**src/rtl/dps_pkg.sv**
```systemverilog
package dps_pkg;

  localparam int SP_W    = 7;
  localparam int TICK_W  = 16;
  localparam int SCHED_W = 16;
  localparam int CTIME_W = 32;
  localparam int IDX_W   = 6;
  localparam int NICE_W  = 4;

  // sleep*10 fits in 20 bits, run+sleep shifted by three fits in 20 bits
  localparam int DIV_W   = 20;

  localparam logic [NICE_W-1:0] NICE_IDLE  = 4'd5;
  localparam logic [SP_W+1:0]   PRIO_BIAS  = 9'd5;
  localparam logic [SP_W+1:0]   PRIO_LIMIT = 9'd100;

  typedef struct packed {
    logic             found;
    logic [IDX_W-1:0] chosen_index;
    logic [SP_W-1:0]  chosen_priority;
    logic             overflow;
  } dps_result_t;

endpackage

```
**src/rtl/dps_if.sv**
```systemverilog
interface dps_entry_if;
  logic                         valid;
  logic                         ready;
  logic                         runnable;
  logic [dps_pkg::SP_W-1:0]     static_priority;
  logic [dps_pkg::TICK_W-1:0]   run_ticks;
  logic [dps_pkg::TICK_W-1:0]   sleep_ticks;
  logic [dps_pkg::SCHED_W-1:0]  times_scheduled;
  logic [dps_pkg::CTIME_W-1:0]  creation_time;
  logic                         last;

  modport source (
    output valid, runnable, static_priority, run_ticks, sleep_ticks,
           times_scheduled, creation_time, last,
    input  ready
  );
  modport sink (
    input  valid, runnable, static_priority, run_ticks, sleep_ticks,
           times_scheduled, creation_time, last,
    output ready
  );
endinterface

interface dps_choice_if;
  logic                        valid;
  logic                        ready;
  logic                        found;
  logic [dps_pkg::IDX_W-1:0]   chosen_index;
  logic [dps_pkg::SP_W-1:0]    chosen_priority;
  logic                        overflow;

  modport source (
    output valid, found, chosen_index, chosen_priority, overflow,
    input  ready
  );
  modport sink (
    input  valid, found, chosen_index, chosen_priority, overflow,
    output ready
  );
endinterface

```
**src/rtl/dps_nice_div.sv**
```systemverilog
module dps_nice_div (
  input  logic                        clk,
  input  logic                        rst,
  input  logic                        start,
  input  logic [dps_pkg::TICK_W-1:0]  run_ticks,
  input  logic [dps_pkg::TICK_W-1:0]  sleep_ticks,
  output logic                        done,
  output logic [dps_pkg::NICE_W-1:0]  nice
);
  import dps_pkg::*;

  logic [DIV_W-1:0]  rem;
  logic [DIV_W-1:0]  den;
  logic [NICE_W-1:0] quo;
  logic [1:0]        step;
  logic              active;
  logic              zero_total;
  logic [TICK_W:0]   total;
  logic              ge;

  assign total = {1'b0, run_ticks} + {1'b0, sleep_ticks};
  assign ge    = (rem >= den);
  assign nice  = zero_total ? NICE_IDLE : quo;

  // Control; hold done until the next start
  always_ff @(posedge clk) begin
    if (rst) begin
      active <= 1'b0;
      step   <= '0;
      done   <= 1'b0;
    end else begin
      if (start) begin
        active <= 1'b1;
        step   <= '0;
        done   <= 1'b0;
      end else if (active) begin
        step <= step + 2'd1;
        if (step == 2'd3) begin
          active <= 1'b0;
          done   <= 1'b1;
        end
      end
    end
  end

  // Restoring divide, one quotient bit per cycle, divisor walks right
  always_ff @(posedge clk) begin
    if (start) begin
      rem        <= {1'b0, sleep_ticks, 3'b000} + {3'b000, sleep_ticks, 1'b0};
      den        <= {total, 3'b000};
      quo        <= '0;
      zero_total <= (total == '0);
    end else if (active) begin
      if (ge) begin
        rem <= rem - den;
      end
      den <= {1'b0, den[DIV_W-1:1]};
      quo <= {quo[NICE_W-2:0], ge};
    end
  end

endmodule

```
**src/rtl/dps_select.sv**
```systemverilog
module dps_select #(
  parameter int MAX_PROCS = 64
) (
  input  logic                         clk,
  input  logic                         rst,
  input  logic                         upd,
  input  logic                         runnable,
  input  logic [dps_pkg::SP_W-1:0]     static_priority,
  input  logic [dps_pkg::NICE_W-1:0]   nice,
  input  logic [dps_pkg::SCHED_W-1:0]  times_scheduled,
  input  logic [dps_pkg::CTIME_W-1:0]  creation_time,
  input  logic                         last,
  output dps_pkg::dps_result_t         res
);
  import dps_pkg::*;

  localparam int CW = $clog2(MAX_PROCS + 2);
  localparam logic [CW-1:0] TABLE_SIZE = CW'(MAX_PROCS);

  logic [CW-1:0]      entry_counter;
  logic [CW-1:0]      entry_counter_next;
  logic               best_valid;
  logic               best_valid_next;
  logic [IDX_W-1:0]   best_index;
  logic [IDX_W-1:0]   best_index_next;
  logic [SP_W-1:0]    best_priority;
  logic [SP_W-1:0]    best_priority_next;
  logic [SCHED_W-1:0] best_sched_count;
  logic [SCHED_W-1:0] best_sched_count_next;
  logic [CTIME_W-1:0] best_creation;
  logic [CTIME_W-1:0] best_creation_next;

  logic [SP_W+1:0]    biased;
  logic [SP_W-1:0]    dp;
  logic [CW+IDX_W-1:0] pos_ext;
  logic               take;

  // static + 5 - niceness, clamped to 0..100
  assign biased = {2'b00, static_priority} + PRIO_BIAS;
  always_comb begin
    if (biased < {5'd0, nice}) begin
      dp = '0;
    end else if ((biased - {5'd0, nice}) > PRIO_LIMIT) begin
      dp = PRIO_LIMIT[SP_W-1:0];
    end else begin
      dp = SP_W'(biased - {5'd0, nice});
    end
  end

  assign pos_ext = {{IDX_W{1'b0}}, entry_counter};

  always_comb begin
    if (!best_valid) begin
      take = 1'b1;
    end else if (dp != best_priority) begin
      take = dp < best_priority;
    end else if (times_scheduled != best_sched_count) begin
      take = times_scheduled < best_sched_count;
    end else begin
      take = creation_time > best_creation;
    end
  end

  always_comb begin
    best_valid_next       = best_valid;
    best_index_next       = best_index;
    best_priority_next    = best_priority;
    best_sched_count_next = best_sched_count;
    best_creation_next    = best_creation;
    if (runnable && take && (entry_counter < TABLE_SIZE)) begin
      best_valid_next       = 1'b1;
      best_index_next       = pos_ext[IDX_W-1:0];
      best_priority_next    = dp;
      best_sched_count_next = times_scheduled;
      best_creation_next    = creation_time;
    end
    entry_counter_next = entry_counter;
    if (entry_counter <= TABLE_SIZE) begin
      entry_counter_next = entry_counter + CW'(1);
    end
  end

  always_comb begin
    res.found           = best_valid_next;
    res.chosen_index    = best_valid_next ? best_index_next : '0;
    res.chosen_priority = best_valid_next ? best_priority_next : '0;
    res.overflow        = entry_counter_next > TABLE_SIZE;
  end

  always_ff @(posedge clk) begin
    if (rst || (upd && last)) begin
      entry_counter    <= '0;
      best_valid       <= 1'b0;
      best_index       <= '0;
      best_priority    <= '0;
      best_sched_count <= '0;
      best_creation    <= '0;
    end else if (upd) begin
      entry_counter    <= entry_counter_next;
      best_valid       <= best_valid_next;
      best_index       <= best_index_next;
      best_priority    <= best_priority_next;
      best_sched_count <= best_sched_count_next;
      best_creation    <= best_creation_next;
    end
  end

endmodule

```
**src/rtl/dynamic_priority_process_select.sv**
```systemverilog
// Dynamic-priority process selector.
// entry (sink): one process-table entry per item, in scan order, with a
//   last flag on the final entry of the scan.
// choice (source): one item per scan, issued for the entry flagged last:
//   found, chosen index, its dynamic priority and a table overflow flag.
// Each entry passes through an accept cycle, a divide in which a
//   restoring divider forms the niceness quotient one bit at a time, and a
//   selection cycle in which the next entry can already be accepted.
// The result sits in an output register; the next scan proceeds while it
//   waits. Only when another last entry finishes while that register is
//   still full does the block hold the entry and stall entry.ready.
// Entries past the first MAX_PROCS of a scan are ignored apart from
//   setting overflow.
// Reset (rst, synchronous) drops any entry in flight and any pending
//   result and starts a fresh scan.
module dynamic_priority_process_select #(
  parameter int MAX_PROCS = 64
) (
  input  logic         clk,
  input  logic         rst,
  dps_entry_if.sink    entry,
  dps_choice_if.source choice
);
  import dps_pkg::*;

  typedef enum logic {
    IDLE,
    DIV
  } state_t;

  state_t             state;
  logic               runnable;
  logic [SP_W-1:0]    static_priority;
  logic [SCHED_W-1:0] times_scheduled;
  logic [CTIME_W-1:0] creation_time;
  logic               last;

  logic               div_done;
  logic [NICE_W-1:0]  nice;
  logic               can_finish;
  logic               upd;
  logic               accept;
  dps_result_t        res;

  assign can_finish  = !last || !choice.valid || choice.ready;
  assign upd         = (state == DIV) && div_done && can_finish;
  assign entry.ready = (state == IDLE) || upd;
  assign accept      = entry.valid && entry.ready;

  dps_nice_div u_div (
    .clk         (clk),
    .rst         (rst),
    .start       (accept),
    .run_ticks   (entry.run_ticks),
    .sleep_ticks (entry.sleep_ticks),
    .done        (div_done),
    .nice        (nice)
  );

  dps_select #(
    .MAX_PROCS (MAX_PROCS)
  ) u_sel (
    .clk             (clk),
    .rst             (rst),
    .upd             (upd),
    .runnable        (runnable),
    .static_priority (static_priority),
    .nice            (nice),
    .times_scheduled (times_scheduled),
    .creation_time   (creation_time),
    .last            (last),
    .res             (res)
  );

  always_ff @(posedge clk) begin
    if (rst) begin
      state        <= IDLE;
      choice.valid <= 1'b0;
    end else begin
      unique case (state)
        IDLE: begin
          if (accept) begin
            state <= DIV;
          end
        end
        DIV: begin
          if (upd && !accept) begin
            state <= IDLE;
          end
        end
        default: state <= IDLE;
      endcase
      if (upd && last) begin
        choice.valid <= 1'b1;
      end else if (choice.ready) begin
        choice.valid <= 1'b0;
      end
    end
  end

  // Hold the entry fields for the whole divide
  always_ff @(posedge clk) begin
    if (accept) begin
      runnable        <= entry.runnable;
      static_priority <= entry.static_priority;
      times_scheduled <= entry.times_scheduled;
      creation_time   <= entry.creation_time;
      last            <= entry.last;
    end
  end

  always_ff @(posedge clk) begin
    if (upd && last) begin
      choice.found           <= res.found;
      choice.chosen_index    <= res.chosen_index;
      choice.chosen_priority <= res.chosen_priority;
      choice.overflow        <= res.overflow;
    end
  end

  a_div_restarts: assert property (@(posedge clk) disable iff (rst)
    accept |=> !div_done)
    else $error("divider did not restart on a new entry");

  a_one_entry_at_a_time: assert property (@(posedge clk) disable iff (rst)
    accept |=> !entry.ready)
    else $error("entry accepted while previous one still dividing");

  a_no_choice_zero_fields: assert property (@(posedge clk) disable iff (rst)
    (choice.valid && !choice.found) |->
      (choice.chosen_index == '0 && choice.chosen_priority == '0))
    else $error("empty scan reported nonzero index or priority");

  a_priority_range: assert property (@(posedge clk) disable iff (rst)
    choice.valid |-> (choice.chosen_priority <= PRIO_LIMIT[SP_W-1:0]))
    else $error("dynamic priority above limit");

  a_no_lost_result: assert property (@(posedge clk) disable iff (rst)
    (choice.valid && !choice.ready) |=> choice.valid)
    else $error("pending result dropped");

endmodule

```
**src/flat_wrapper.sv**
```systemverilog
// flat-port wrapper written by rule: the top's interface ports become plain ports
module dynamic_priority_process_select_flat import dps_pkg::*;
#(
  parameter int MAX_PROCS = 64
)
  (clk, rst, entry_valid, entry_runnable, entry_static_priority, entry_run_ticks, entry_sleep_ticks, entry_times_scheduled, entry_creation_time, entry_last, entry_ready, choice_valid, choice_found, choice_chosen_index, choice_chosen_priority, choice_overflow, choice_ready);
  dps_entry_if entry_i ();
  dps_choice_if choice_i ();
  input  logic clk;
  input  logic rst;
  input wire logic [$bits(entry_i.valid)-1:0] entry_valid;
  input wire logic [$bits(entry_i.runnable)-1:0] entry_runnable;
  input wire logic [$bits(entry_i.static_priority)-1:0] entry_static_priority;
  input wire logic [$bits(entry_i.run_ticks)-1:0] entry_run_ticks;
  input wire logic [$bits(entry_i.sleep_ticks)-1:0] entry_sleep_ticks;
  input wire logic [$bits(entry_i.times_scheduled)-1:0] entry_times_scheduled;
  input wire logic [$bits(entry_i.creation_time)-1:0] entry_creation_time;
  input wire logic [$bits(entry_i.last)-1:0] entry_last;
  output wire logic [$bits(entry_i.ready)-1:0] entry_ready;
  output wire logic [$bits(choice_i.valid)-1:0] choice_valid;
  output wire logic [$bits(choice_i.found)-1:0] choice_found;
  output wire logic [$bits(choice_i.chosen_index)-1:0] choice_chosen_index;
  output wire logic [$bits(choice_i.chosen_priority)-1:0] choice_chosen_priority;
  output wire logic [$bits(choice_i.overflow)-1:0] choice_overflow;
  input wire logic [$bits(choice_i.ready)-1:0] choice_ready;
  assign entry_i.valid = entry_valid;
  assign entry_i.runnable = entry_runnable;
  assign entry_i.static_priority = entry_static_priority;
  assign entry_i.run_ticks = entry_run_ticks;
  assign entry_i.sleep_ticks = entry_sleep_ticks;
  assign entry_i.times_scheduled = entry_times_scheduled;
  assign entry_i.creation_time = entry_creation_time;
  assign entry_i.last = entry_last;
  assign entry_ready = entry_i.ready;
  assign choice_valid = choice_i.valid;
  assign choice_found = choice_i.found;
  assign choice_chosen_index = choice_i.chosen_index;
  assign choice_chosen_priority = choice_i.chosen_priority;
  assign choice_overflow = choice_i.overflow;
  assign choice_i.ready = choice_ready;
  dynamic_priority_process_select #(.MAX_PROCS(MAX_PROCS)) u_core (.clk(clk), .rst(rst), .entry(entry_i), .choice(choice_i));
endmodule
```
**config.mk**
```make
export PLATFORM = sky130hd
export DESIGN_NAME = dynamic_priority_process_select_flat
export DESIGN_NICKNAME = d
export VERILOG_FILES = /design/src/rtl/dps_pkg.sv /design/src/rtl/dps_if.sv /design/src/rtl/dps_nice_div.sv /design/src/rtl/dps_select.sv /design/src/rtl/dynamic_priority_process_select.sv /design/src/flat_wrapper.sv
export SDC_FILE = /design/constraint.sdc
export NUM_CORES = 1
export LEC_CHECK = 0
export BUFFER_PORTS_ARGS = -buffer_cell sky130_fd_sc_hd__buf_2
export CAP_MARGIN = 25
export CORE_UTILIZATION = 50
export CTS_CLUSTER_SIZE = 12
export DETAILED_ROUTE_END_ITERATION = 8
export PLACE_DENSITY = 0.67
export SYNTH_ARGS = -nofsm -noshare
export SYNTH_HDL_FRONTEND = slang
export SYNTH_SLANG_ARGS = --single-unit
```
**constraint.sdc**
```tcl
create_clock -name clk -period 6.2 [get_ports clk]
set_input_delay 1.24 -clock clk [delete_from_list [all_inputs] [get_ports clk]]
set_output_delay 1.24 -clock clk [all_outputs]
set_load 0.02 [all_outputs]
```
Yosys cells after proc, flatten, opt, wreduce, memory -nomap -nowiden
Index checks and enable logic that the tools add are counted.
{"block": "totals", "ff_bits": 192, "in_bits": 93}
{"block": "op_classes", "add_sub_neg": 7, "magnitude_cmp": 9, "n_eq_ne": 3, "n_mux": 23, "bitwise": 1, "n_reduce_logical": 22}
{"operator": "$mux 20", "count": 5}
{"operator": "$gt 32x32->1", "count": 1}
{"operator": "$mux 7", "count": 4}
{"operator": "$add 19x17->20", "count": 1}
{"operator": "$ge 20x20->1", "count": 1}
{"operator": "$sub 20x20->20", "count": 1}
{"operator": "$add 16x16->17", "count": 1}
{"operator": "$logic_not 17->1", "count": 1}
{"operator": "$lt 16x16->1", "count": 1}
{"operator": "$ne 16x16->1", "count": 1}
{"operator": "$mux 1", "count": 11}
{"operator": "$gt 9x7->1 const B", "count": 1}
{"operator": "$lt 9x4->1", "count": 1}
{"operator": "$sub 9x4->9", "count": 1}
{"operator": "$add 7x3->8 const B", "count": 1}
{"operator": "$add 7x1->7 const B", "count": 1}
{"operator": "$gt 7x7->1 const B", "count": 1}
{"operator": "$le 7x7->1 const B", "count": 1}
{"operator": "$logic_and 1x1->1", "count": 7}
{"operator": "$lt 7x7->1", "count": 1}
{"operator": "$lt 7x7->1 const B", "count": 1}
{"operator": "$ne 7x7->1", "count": 1}
{"operator": "$mux 6", "count": 1}
{"operator": "$reduce_and 2->1", "count": 3}
{"operator": "other kinds (9)", "count": 16}

Depth between registers and ports, before layout
Gate-level depths: netlist of the first run.
{"block": "depth", "depth_word": 11, "ltp_mapped": 23, "depth_no_buf": 21}

Modules after synthesis
From an unflattened synthesis of the first run, not the netlist that was laid out.
{"block": "hier_totals", "cells_unflattened": 1223, "area_unflattened_um2": 11831.3}
{"mod": "dps_select", "instances": 1, "cells_each": 628, "area_per_inst_um2": 5066.1, "seq_area_each_um2": 1381.3}
{"mod": "dps_nice_div", "instances": 1, "cells_each": 507, "area_per_inst_um2": 4483.0, "seq_area_each_um2": 1361.3}
{"mod": "dynamic_priority_process_select", "instances": 1, "cells_each": 88, "area_per_inst_um2": 2282.2, "seq_area_each_um2": 2202.1}

Least setup slack after synthesis of the first run
Ideal clock, no wire load.
{"block": "synth_path", "path_kind": "input port to flip-flop", "start": "input port choice_ready", "end": "register u_core.u_div.rem[14], data pin", "arrival_time_ps": 4136, "setup_slack_ps": 1710, "cell_stages": 8, "path_cell_list": "nand2b_1 > o21ai_1 > nand2_1 > nand2_1 > inv_1 > clkbuf_1 > buf_1 > a21oi_1"}
{"block": "synth_via", "elab_chain_cells": 5}
{"element": "start: declaration", "line": "flat_wrapper.sv:25", "text": "input wire logic [$bits(choice_i.ready)-1:0] choice_ready;"}
{"element": "$logic_or 1x1->1", "line": "dynamic_priority_process_select.sv:45", "text": "assign can_finish = !last || !choice.valid || choice.ready;"}
{"element": "$logic_and 1x1->1", "line": "dynamic_priority_process_select.sv:46", "text": "assign upd = (state == DIV) && div_done && can_finish;"}
{"element": "$logic_or 1x1->1", "line": "dynamic_priority_process_select.sv:47", "text": "assign entry.ready = (state == IDLE) || upd;"}
{"element": "named net entry_ready", "line": "flat_wrapper.sv:19", "text": "output wire logic [$bits(entry_i.ready)-1:0] entry_ready;"}
{"element": "$logic_and 1x1->1", "line": "dynamic_priority_process_select.sv:48", "text": "assign accept = entry.valid && entry.ready;"}
{"element": "named net u_core.accept", "line": "dynamic_priority_process_select.sv:42", "text": "logic accept;"}
{"element": "$mux 20", "line": "dps_nice_div.sv:48", "text": "if (start) begin"}
{"element": "end signal: assignment", "line": "dps_nice_div.sv:49", "text": "rem <= {1'b0, sleep_ticks, 3'b000} + {3'b000, sleep_ticks, 1'b0};"}
{"element": "end signal: assignment", "line": "dps_nice_div.sv:55", "text": "rem <= rem - den;"}
{"element": "end: declaration", "line": "dps_nice_div.sv:12", "text": "logic [DIV_W-1:0] rem;"}
The timed path passes the listed nets, and every way through them passes these cells.
A chain may end at the register's enable or synchronous reset.

Worst setup path in the final report of the first run
{"block": "layout_path", "start": "register u_core.static_priority[0]", "end": "register u_core.u_sel.best_creation[28]"}
{"block": "layout_via", "elab_chain_cells": 11}
{"element": "start: declaration", "line": "dynamic_priority_process_select.sv:33", "text": "logic [SP_W-1:0] static_priority;"}
{"element": "start signal: assignment", "line": "dynamic_priority_process_select.sv:105", "text": "static_priority <= entry.static_priority;"}
{"element": "$add 7x3->8 (*)", "line": "dps_select.sv:39", "text": "assign biased = {2'b00, static_priority} + PRIO_BIAS;"}
{"element": "$sub 9x4->9", "line": "dps_select.sv:46", "text": "dp = SP_W'(biased - {5'd0, nice});"}
{"element": "$gt 9x7->1", "line": "dps_select.sv:43", "text": "end else if ((biased - {5'd0, nice}) > PRIO_LIMIT) begin"}
{"element": "$mux 7", "line": "dps_select.sv:43"}
{"element": "$mux 7 (*)", "line": "dps_select.sv:41", "text": "if (biased < {5'd0, nice}) begin"}
{"element": "$lt 7x7->1 or $ne 7x7->1 (tied branches)", "line": "dps_select.sv:56, dps_select.sv:55"}
{"element": "$mux 1 (*)", "line": "dps_select.sv:55", "text": "end else if (dp != best_priority) begin"}
{"element": "$mux 1 (*)", "line": "dps_select.sv:53", "text": "if (!best_valid) begin"}
{"element": "$logic_and 1x1->1 (*) (2 in series)", "line": "dps_select.sv:70", "text": "if (runnable && take && (entry_counter < TABLE_SIZE)) begin"}
{"element": "$reduce_and 2->1 (no line) (*)"}
{"element": "end signal: assignment", "line": "dps_select.sv:104", "text": "best_creation <= best_creation_next;"}
{"element": "end: declaration", "line": "dps_select.sv:30", "text": "logic [CTIME_W-1:0] best_creation;"}
Mark *: on every way between the ends. The rest lies on a longest branch, timed or not.

==> impl_metrics.tcl, run 1 <==
set metrics [dict create \
    hp-start "u_core.u_sel.best_creation[21]$_SDFFE_PP0P_" \
    io_buffers 109 \
    wl_met1_um 12020 \
    post-route-period-util 0.8811 \
    dr_wl_met3_um 990 \
    r2r-start "u_core.static_priority[0]$_DFFE_PP_" \
    finalNetCount 1491 \
    wl_met2_um 11160 \
    violations "design-rule violations" \
    run_status "finished with violations" \
    synthArstFlopShare 0 \
    synthFlopType "edfxtp_1" \
    antenna_cells 0 \
    ys_ff_latch 192 \
    post_cts_resized 0 \
    seq_area_frac_synth 0.4351 \
    post_cts_buffers 0 \
    holdWs_ns 0.4655 \
    ys_warn_count 0 \
    synth_xor_area_frac 0.04062 \
    synth_fa_ha_area_frac 0.1314 \
    hold_viol 0 \
    maxUsedRoutingLayer "met4" \
    gp_congestion 0.9389 \
    slew_headroom 0.3749 \
    h-tree-depth 4 \
    grt_max_degree 62 \
    coreArea_um2 22030 \
    tns_ns 0 \
    fill_cells 1990 \
    dp_slack_ns 0.8876 \
    clkLatencyLatePin_ns 0.43 \
    cts-hold-fix-buffers 0 \
    cts_root_buffer "clkbuf_16" \
    clk_pin_slew_worst_paths_ns 0.08 \
    drv_cap 0 \
    cts_buffer_depth 2 \
    synthCells 1188 \
    drive_gt1_frac 0.1414 \
    worstSetupPathType "flip-flop to flip-flop" \
    grt_pass1_wl_um 40890 \
    start_util 0.5160 \
    fin_skew_ns 0.01054 \
    synth_top_family_by_area "compound AO/OA/AOI/OAI gates" \
    first_global_vias 8394 \
    grt_overflow 0 \
    pin_count 110 \
    drcViolationCount 1 \
    synth.avg_cell_area_um2 9.567 \
    min_path_type "flip-flop to flip-flop" \
    drt_iter0_drc 559 \
    die_w_um 152.8 \
    vias 8898 \
    drtAntennaViolNets 0 \
    r2r_end "u_core.u_sel.best_creation[28]$_SDFFE_PP0P_" \
    synth_edf_count 110 \
    r2r_slack_ns 0.74 \
    antenna_found_initial 0 \
    worstPathRequired_ns 6.55 \
    synth_simple_gate_area_share 0.1398 \
    fin_util 0.5804 \
    drv_slew 0 \
    cts_tree "built" \
    min_path_cells 2 \
    crit_fanout 37 \
    yosysUniqueCellTypes 76 \
    grtUsageTotal 0.2145 \
    die_h_um 152.8 \
    wl_per_cell_um 15.55 \
    min_period_ns 5.463 \
    tightest_slew_ns 0.9377 \
    rr_worst_depth 20 \
    critPathArrivalTime_ns 5.81 \
    area_growth_pct 12.48 \
    p_leak_nw 4.938 \
    peakVddDrop_mv 0.2140 \
    cp-end-kind "flip-flop" \
    viasPerCell 5.653 \
    cts_sinks 192 \
    place.detailed.hpwl_um 17410 \
    syn_area_um2 11370 \
    synth.area.mux_share 0.02411 \
    drtPass1Iterations 9 \
    drt-total-wl_um 24470 \
    synth_compound_area_frac 0.1788 \
    fin_ws_ns 0.7375 \
    rsz0062_at_grt "false" \
    finalSetupViolations 0 \
    rows 54 \
    cts_made_buffers 17 \
    hold_end "u_core.u_sel.best_creation[21]$_SDFFE_PP0P_" \
    dieArea_um2 23340 \
    max_freq_mhz 183.1 \
    critPathLaunchType "flip-flop" \
    p_per_area_nw_per_um2 287.2 \
    syn_nets 1398 \
]
## cells in the final DEF (no fill, tap or decap), types with 4 or more instances in the layout
cell	netlist	final
o21a_1	17	17
nor2_1	63	63
buf_4	1	8
nand3_1	86	86
or2_2	4	4
nor2b_1	9	9
xnor2_1	33	33
nand2b_1	14	13
o31ai_1	15	15
or3_1	7	7
inv_8	0	4
a31oi_1	9	9
o211ai_1	7	7
a21o_1	19	19
buf_2	5	109
nand2_1	64	63
edfxtp_1	110	110
and2_1	4	4
o21ai_0	95	95
clkbuf_16	0	17
mux2i_1	24	24
ha_1	113	113
xor2_1	16	16
inv_1	100	99
dfxtp_1	82	82
a211oi_1	10	10
o21bai_1	5	5
nand4_1	25	25
fa_1	4	4
nor3_1	17	17
a21oi_1	115	115
## flip-flops by register name (all words and copies together) (netlist names), 2 cells and up
signal,count
u_core.u_div.rem,20
u_core.times_scheduled,16
u_core.u_sel.best_creation,32
u_core.u_sel.entry_counter,7
u_core.u_div.quo,4
u_core.u_div.step,2
u_core.u_sel.best_sched_count,16
u_core.choice.chosen_index,6
u_core.creation_time,32
u_core.u_sel.best_priority,7
u_core.u_div.den,20
u_core.static_priority,7
u_core.choice.chosen_priority,7
u_core.u_sel.best_index,6
## cell usage after synthesis (17+ instances only)
master	count	area share
edfxtp_1	110	0.29
xnor2_1	33	0.025
inv_1	100	0.033
clkbuf_1	35	0.012
o21ai_0	95	0.042
a21o_1	19	0.013
a21oi_1	115	0.051
nor2_1	63	0.021
mux2i_1	24	0.021
dfxtp_1	82	0.14
o21a_1	17	0.011
nand3_1	86	0.038
nand2_1	64	0.021
nor3_1	17	0.0075
nand4_1	25	0.014
ha_1	113	0.12
## where the power goes
| group | internal [mW] | switching [mW] | leakage, nW |
|---|---|---|---|
| logic | 0.464 | 0.589 | 2.94 |
| registers | 1.49 | 0.0451 | 1.72 |
| clock network | 0.537 | 0.542 | 0.284 |
## routing by layer
layer	vias to the layer above	track usage
li1	4521	-
met1	4159	0.2988
met2	196	0.3486
met3	22	0.03100
met4	0	0.05772
met5	-	0
## logic make-up after synthesis
logic type / after synthesis
AOI/OAI and AO/OA: 335
adders and majority gates: 117
and+or+nand+nor: 319
xor gates and xnor gates: 51
buffers and inverters: 147
muxes: 27
DFF: 192
## metrics by stage
stage / cells / instance area [µm²] / power (mW)
2_1_floorplan: 1188 / 11370 / 2.365
3_3_place_gp: 1541 / 12180 / 2.586
3_5_place_dp: 1542 / 12210 / 2.608
4_1_cts: 1574 / 12780 / 3.694
5_1_grt: 1574 / 12780 / 3.897
6_report: 1574 / 12780 / 3.671
## final cells by class
| cell class | count | area, µm² | share of cell area |
|---|---|---|---|
| multi-input cells | 849 | 5874 | 0.4595 |
| inverters | 102 | 384.1 | 0.03004 |
| clock buffers | 17 | 425.4 | 0.03327 |
| clock inverters | 15 | 152.6 | 0.01194 |
| well taps | 280 | 350.3 | 0.02740 |
| repair buffers | 119 | 653.1 | 0.05109 |
| flip-flops and latches | 192 | 4945 | 0.3868 |
## worst max-delay path: stages, from the launching register on
cell      delay [ns]
edfxtp_1        0.42
ha_1            0.36
ha_1            0.30
and2b_1         0.17
o211a_1         0.25
nor4b_2         0.41
a21oi_1         0.15
o32ai_1         0.47
nor2_2          0.12
nand2_1         0.11
inv_1           0.05
ha_1            0.27
nor2b_1         0.13
o21a_1          0.15
o21ai_0         0.17
a21oi_1         0.09
o221ai_1        0.44
a32o_1          0.58
buf_4           0.45
o21ai_0         0.13
a21oi_1         0.14
## worst max-delay path by stage
stage / end / from
after CTS: u_core.u_sel.best_priority[0]$_SDFFE_PP0P_ / u_core.static_priority[0]$_DFFE_PP_
final: u_core.u_sel.best_creation[28]$_SDFFE_PP0P_ / u_core.static_priority[0]$_DFFE_PP_
after global routing: u_core.u_sel.best_priority[0]$_SDFFE_PP0P_ / u_core.static_priority[0]$_DFFE_PP_
after detailed placement: u_core.u_sel.best_priority[0]$_SDFFE_PP0P_ / u_core.static_priority[0]$_DFFE_PP_
after floorplan: u_core.u_div.rem[14]$_DFFE_PP_ / choice_ready
after global placement: u_core.u_sel.best_creation[21]$_SDFFE_PP0P_ / u_core.static_priority[0]$_DFFE_PP_
No activity file was read; power rests on OpenSTA's default activity.
==> run 2: changes to the inputs <==
Settings changed: PLACE_DENSITY 0.67 to unset, PLACE_DENSITY_LB_ADDON set to 0.15.
==> run 2 against run 1 <==
  * The flow still finishes with violations (design-rule violations)
  * Clock skew grew 0.0057 ns
  * Via count shrank 0.30%
  * Worst setup slack gained 0.089 ns
  * Combinational power is essentially flat
  * First-iteration DRC count shrank 8.6%
  * Sequential share of layout area shrank 0.23 points
  * Non-clock buffer count grew 2
  * Die area is the same
  * Sequential cell count is the same
  * Largest cell class unchanged
  * Largest power group unchanged
==> impl_metrics.tcl, run 2 (synthesis results as in run 1) <==
set metrics [dict create \
    wl_per_cell_um 15.30 \
    cts-hold-fix-buffers 0 \
    drive_gt1_frac 0.1427 \
    cts_buffer_depth 2 \
    wl_met1_um 11750 \
    fill_cells 1915 \
    die_h_um 152.8 \
    tns_ns 0 \
    h-tree-depth 4 \
    ff_latch_area_um2 4945 \
    first_global_vias 8281 \
    layout_commonest_cell "a21oi_1" \
    clock_power_share 0.308 \
    post_cts_resized 0 \
    comb_power_share 0.280 \
    io_buffers 109 \
    post-route-period-util 0.8667 \
    reg.largest.list "u_core.creation_time (32), u_core.u_sel.best_creation (32)" \
    p_leak_nw 4.969 \
    peakVddDrop_mv 0.1775 \
    crit_fanout 37 \
    internal-power_mw 2.563 \
    coreArea_um2 22030 \
    dr_wl_met3_um 919 \
    drt_iter0_drc 511 \
    min_path_type "flip-flop to flip-flop" \
    tightest_slew_ns 0.9700 \
    stdcell_count 1576 \
    hold_viol 0 \
    die_w_um 152.8 \
    min_period_ns 5.373 \
    p_per_area_nw_per_um2 290.6 \
    path_cells "ha_1 -> ha_1 -> and2b_1 -> o211a_1 -> nor4b_2 -> a21oi_1 -> o32ai_1 -> nor2_2 -> nand2_1 -> inv_1 -> ha_1 -> nor2b_1 -> o21a_1 -> o21ai_0 -> a21oi_1 -> o221ai_1 -> a32o_1 -> buf_4 -> o21ai_0 -> a21oi_1" \
    drtPass1Iterations 9 \
    wl_met2_um 11200 \
    worstSetupPathType "flip-flop to flip-flop" \
    cts_tree "built" \
    area_growth_pct 13.14 \
    clkLatencyLatePin_ns 0.44 \
    fin_skew_ns 0.01622 \
    dpl.cell_count 1543 \
    antenna_found_initial 0 \
    dp_slack_ns 0.9075 \
    cts_root_buffer "clkbuf_16" \
    finalSetupViolations 0 \
    start_util 0.5160 \
    p_sw_mw 1.175 \
    grt_max_degree 62 \
    clk_pin_slew_worst_paths_ns 0.08 \
    drv_slew 0 \
    final_cell_mix "a21oi_1, ha_1, edfxtp_1" \
    drt-total-wl_um 24110 \
    cts_made_buffers 17 \
    rows 54 \
    finalNetCount 1493 \
    slew_headroom 0.3509 \
    fin_ws_ns 0.8265 \
    cts_sinks 192 \
    drcViolationCount 4 \
    vias 8871 \
    antenna_cells 0 \
    max_freq_mhz 186.1 \
    place.detailed.hpwl_um 17300 \
    multiInputGateArea_um2 5874 \
    run_status "finished with violations" \
    fin_util 0.5838 \
    post_cts_buffers 0 \
    gp_congestion 0.9319 \
    drtAntennaViolNets 0 \
    dieArea_um2 23340 \
    p_sw_frac 0.3143 \
    critPathLaunchType "flip-flop" \
    cp-end-kind "flip-flop" \
    grtUsageTotal 0.2109 \
    seqPwrFrac 0.412 \
    pin_count 110 \
    worstPathRequired_ns 6.57 \
    viasPerCell 5.629 \
    rsz0062_at_grt "false" \
    crit_path_max_incr_delay_ns 0.59 \
    crit_slowest_cell "a32o_1" \
    maxUsedRoutingLayer "met4" \
    grt_overflow 0 \
    drv_cap 0 \
    critPathArrivalTime_ns 5.75 \
    grt_pass1_wl_um 40040 \
    violations "design-rule violations" \
    r2r_slack_ns 0.83 \
]
-- run 2: final timing paths --
path / end / cells after the start / startpoint
max: u_core.u_sel.best_creation[24]$_SDFFE_PP0P_ / 20 / u_core.static_priority[0]$_DFFE_PP_
min: u_core.u_sel.best_creation[7]$_SDFFE_PP0P_ / 2 / u_core.u_sel.best_creation[7]$_SDFFE_PP0P_
max reg2reg: u_core.u_sel.best_creation[24]$_SDFFE_PP0P_ / 20 / u_core.static_priority[0]$_DFFE_PP_
min reg2reg: u_core.u_sel.best_creation[7]$_SDFFE_PP0P_ / 2 / u_core.u_sel.best_creation[7]$_SDFFE_PP0P_
-- run 2: final cells by class --
type                    count  area share
clock inverters            14     0.01459
clock buffers              18     0.03503
well taps                 280     0.02724
inverters                 102     0.02987
repair buffers            121     0.05196
multi-input cells         849      0.4568
flip-flops and latches    192      0.3845
-- run 2: power groups by stage --
stage | Clock (mW) | Sequential, mW | Combinational, mW
global placement | 0 | 1.57 | 1.02
global route | 1.22 | 1.55 | 1.18
CTS | 1.17 | 1.54 | 1.05
floorplan | 0 | 1.56 | 0.810
detailed placement | 0 | 1.57 | 1.03
finish | 1.15 | 1.54 | 1.05
-- run 2: critical path, delay by kind of cell (launching register included) --
| family | cells | cell delay, ns |
|---|---|---|
| AOI/OAI and AO/OA | 10 | 2.49 |
| adders and majority gates | 3 | 0.95 |
| buffers and inverters | 2 | 0.50 |
| DFF | 1 | 0.42 |
| and+or+nand+nor | 5 | 0.93 |
-- run 2: stage by stage --
| step | hold WS [ns] | instance area, µm² | power, mW |
|---|---|---|---|
| after floorplan | 0.4478 | 11370 | 2.365 |
| final | 0.4684 | 12860 | 3.738 |
| after detailed placement | 0.4585 | 12210 | 2.604 |
| after global routing | 0.4857 | 12860 | 3.958 |
| after CTS | 0.4691 | 12840 | 3.761 |
| after global placement | 0.4537 | 12190 | 2.590 |
-- run 2: routing by layer --
metal	track usage	vias to the layer above
met4	0.05435	0
met3	0.03470	21
met1	0.2888	4155
li1	-	4519
met2	0.3469	176
met5	0	-
==> run 3: changes to the inputs <==
Settings changed: BUFFER_PORTS_ARGS -buffer_cell sky130_fd_sc_hd__buf_2 to unset, DONT_BUFFER_PORTS set to 1, SYNTH_HIERARCHICAL set to 1.
==> run 3 against run 2 <==
  * The flow now finishes without violations
  * Sequential share of layout area is 0.44 points higher
  * Worst setup slack better by 0.30 ns
  * Fmax is 5.9% higher
  * Count of clock-buffer cells in the layout is 1 higher
  * Final area is 1.1% lower
  * Combinational power hardly changed
  * Via count is 0.43% higher
  * Power is 1.5% lower
  * Clock power is 3% lower
  * Non-clock buffer count is 108 lower
  * Critical path depth is 2 lower
  * Critical endpoint is now u_core/u_sel/best_creation[20]$_SDFFE_PP0P_
==> impl_metrics.tcl, run 3 <==
set metrics [dict create \
    synthTopCellsByArea "edfxtp_1, dfxtp_1, ha_1, a21oi_1, inv_1" \
    post_cts_resized 0 \
    synth.area.mux_share 0.01798 \
    synth_fa_ha_area_frac 0.1263 \
    p_leak_nw 4.590 \
    r2r_slack_ns 1.12 \
    rows 55 \
    synth_compound_area_frac 0.1957 \
    antenna_found_initial 0 \
    wl_met2_um 12140 \
    r2r-start "u_core/static_priority[0]$_DFFE_PP_" \
    synth.avg_cell_area_um2 9.674 \
    ys_warn_count 6 \
    yosysUniqueCellTypes 87 \
    critPathLaunchType "flip-flop" \
    area_growth_pct 7.476 \
    seq_area_frac_synth 0.4179 \
    vias 8909 \
    synth_xor_area_frac 0.03691 \
    post_cts_buffers 0 \
    antenna_cells 0 \
    cts_buffer_depth 2 \
    drt-total-wl_um 25850 \
    drtAntennaViolNets 0 \
    cp-end-kind "flip-flop" \
    cts_made_buffers 17 \
    min_period_ns 5.076 \
    max_freq_mhz 197.0 \
    synth_edf_count 110 \
    syn_area_um2 11830 \
    grtUsageTotal 0.2206 \
    synth_simple_gate_area_share 0.1477 \
    io_buffers 0 \
    fin_skew_ns 0.01125 \
    drv_cap 0 \
    dieArea_um2 24280 \
    final_cell_mix "ha_1, inv_1, edfxtp_1" \
    drtPass1Iterations 4 \
    coreArea_um2 22920 \
    critPathArrivalTime_ns 5.44 \
    postPlaceCellArea_um2 12130 \
    first_global_vias 8467 \
    drive_gt1_frac 0.07447 \
    gp_congestion 0.8564 \
    fin_area_um2 12720 \
    rsz0062_at_grt "false" \
    yosys.area.top_type_share 0.2792 \
    cts_tree "built" \
    worstPathRequired_ns 6.56 \
    drv_slew 0 \
    rr_worst_depth 18 \
    finalSetupViolations 0 \
    cts_root_buffer "clkbuf_16" \
    post-route-period-util 0.8187 \
    cts_sinks 192 \
    drt_iter0_drc 382 \
    min_path_cells 2 \
    r2r_end "u_core/u_sel/best_creation[20]$_SDFFE_PP0P_" \
    crit_start "u_core/static_priority[0]$_DFFE_PP_" \
    dr_wl_met3_um 1034 \
    synth_top_area_cell "edfxtp_1" \
    clk_pin_slew_worst_paths_ns 0.07 \
    pin_count 110 \
    grt_max_degree 56 \
    place.detailed.hpwl_um 18550 \
    synthCells 1223 \
    yosysMostFrequentCell "ha_1" \
    tightest_slew_ns 0.9236 \
    hp-start "u_core/u_sel/best_creation[4]$_SDFFE_PP0P_" \
    h-tree-depth 4 \
    drcViolationCount 0 \
    min_path_type "flip-flop to flip-flop" \
    finalNetCount 1419 \
    synth_top_family_by_area "compound AO/OA/AOI/OAI gates" \
    slew_headroom 0.3842 \
    run_status "complete, no violations" \
    hold_end "u_core/u_sel/best_creation[4]$_SDFFE_PP0P_" \
    die_h_um 155.8 \
    ys_top_cells_by_count "ha_1, edfxtp_1, inv_1, a21oi_1, dfxtp_1" \
    grt_overflow 0 \
    hold_viol 0 \
    wl_per_cell_um 16.84 \
    reg.largest.list "u_core/creation_time (32), u_core/u_sel/best_creation (32)" \
    cts-hold-fix-buffers 0 \
    syn_nets 1433 \
    maxUsedRoutingLayer "met4" \
    synthArstFlopShare 0 \
    clkLatencyLatePin_ns 0.43 \
    layout_commonest_cell "ha_1" \
    synthFlopType "edfxtp_1" \
    grt_pass1_wl_um 42840 \
    peakVddDrop_mv 0.1618 \
    ys_ff_latch 192 \
    tns_ns 0 \
    worstSetupPathType "flip-flop to flip-flop" \
    start_util 0.5163 \
    crit_fanout 37 \
    die_w_um 155.8 \
    p_per_area_nw_per_um2 289.4 \
    viasPerCell 5.804 \
    wl_met1_um 12380 \
]
-- run 3: where the power goes --
group          switching [mW]  internal (mW)  leakage [nW]
combinational           0.607          0.433          2.59
clock                   0.524          0.583         0.285
sequential             0.0464           1.49          1.72
-- run 3: metal layers --
layer | up-vias | global-route usage
met4 | 0 | 0.05696
met2 | 198 | 0.3567
met1 | 4189 | 0.3050
li1 | 4500 | -
met5 | - | 0
met3 | 22 | 0.03806
-- run 3: critical path, stage by stage, from the launching register on --
cell	delay (ns)
edfxtp_1	0.43
ha_1	0.36
fa_1	0.45
a21o_1	0.22
a21oi_1	0.17
xnor2_1	0.12
o32a_1	0.40
a211oi_4	0.39
nand2_1	0.12
inv_1	0.07
ha_1	0.25
nand3_1	0.09
nor2_1	0.06
or3_1	0.30
o221ai_1	0.39
a32o_2	0.43
buf_4	0.44
o21ai_0	0.14
a21oi_1	0.14
-- run 3: how the worst max path moves through the flow --
stage	endpoint	slack, ns	cells past startpoint
floorplan	u_core/u_div/rem[0]$_SDFFCE_PP0P_	0.02	6
global placement	u_core/u_sel/best_creation[20]$_SDFFE_PP0P_	1.24	18
detailed placement	u_core/u_sel/best_creation[12]$_SDFFE_PP0P_	1.13	18
CTS	u_core/u_sel/best_creation[12]$_SDFFE_PP0P_	1.10	18
global route	u_core/u_sel/best_creation[31]$_SDFFE_PP0P_	0.73	18
finish	u_core/u_sel/best_creation[20]$_SDFFE_PP0P_	1.12	18
-- run 3: layout make-up --
type	instances	area, µm²
Fill cell	2007	10200
Clock buffer	19	442.9
Sequential cell	192	4945
Tap cell	313	391.6
Multi-Input combinational cell	873	6246
Inverter	112	420.4
Timing Repair Buffer	13	122.6
Clock inverter	13	147.6
-- run 3: logic make-up after synthesis --
family | count (synthesis)
compound gates | 350
simple gates | 336
flops | 192
buf+inv | 158
fa+ha+maj | 117
xor+xnor | 49
mux | 21
-- run 3: per-stage QoR --
step	hold slack, ns	setup WS, ns	total power, mW	std cells	util
final	0.4667	1.124	3.680	1535	0.5549
after global routing	0.4827	0.7320	3.899	1535	0.5549
after CTS	0.4683	1.096	3.699	1535	0.5549
after detailed placement	0.4582	1.126	2.586	1503	0.5291
after global placement	0.4533	1.239	2.577	1503	0.5291
after floorplan	0.4479	0.01790	2.373	1223	-
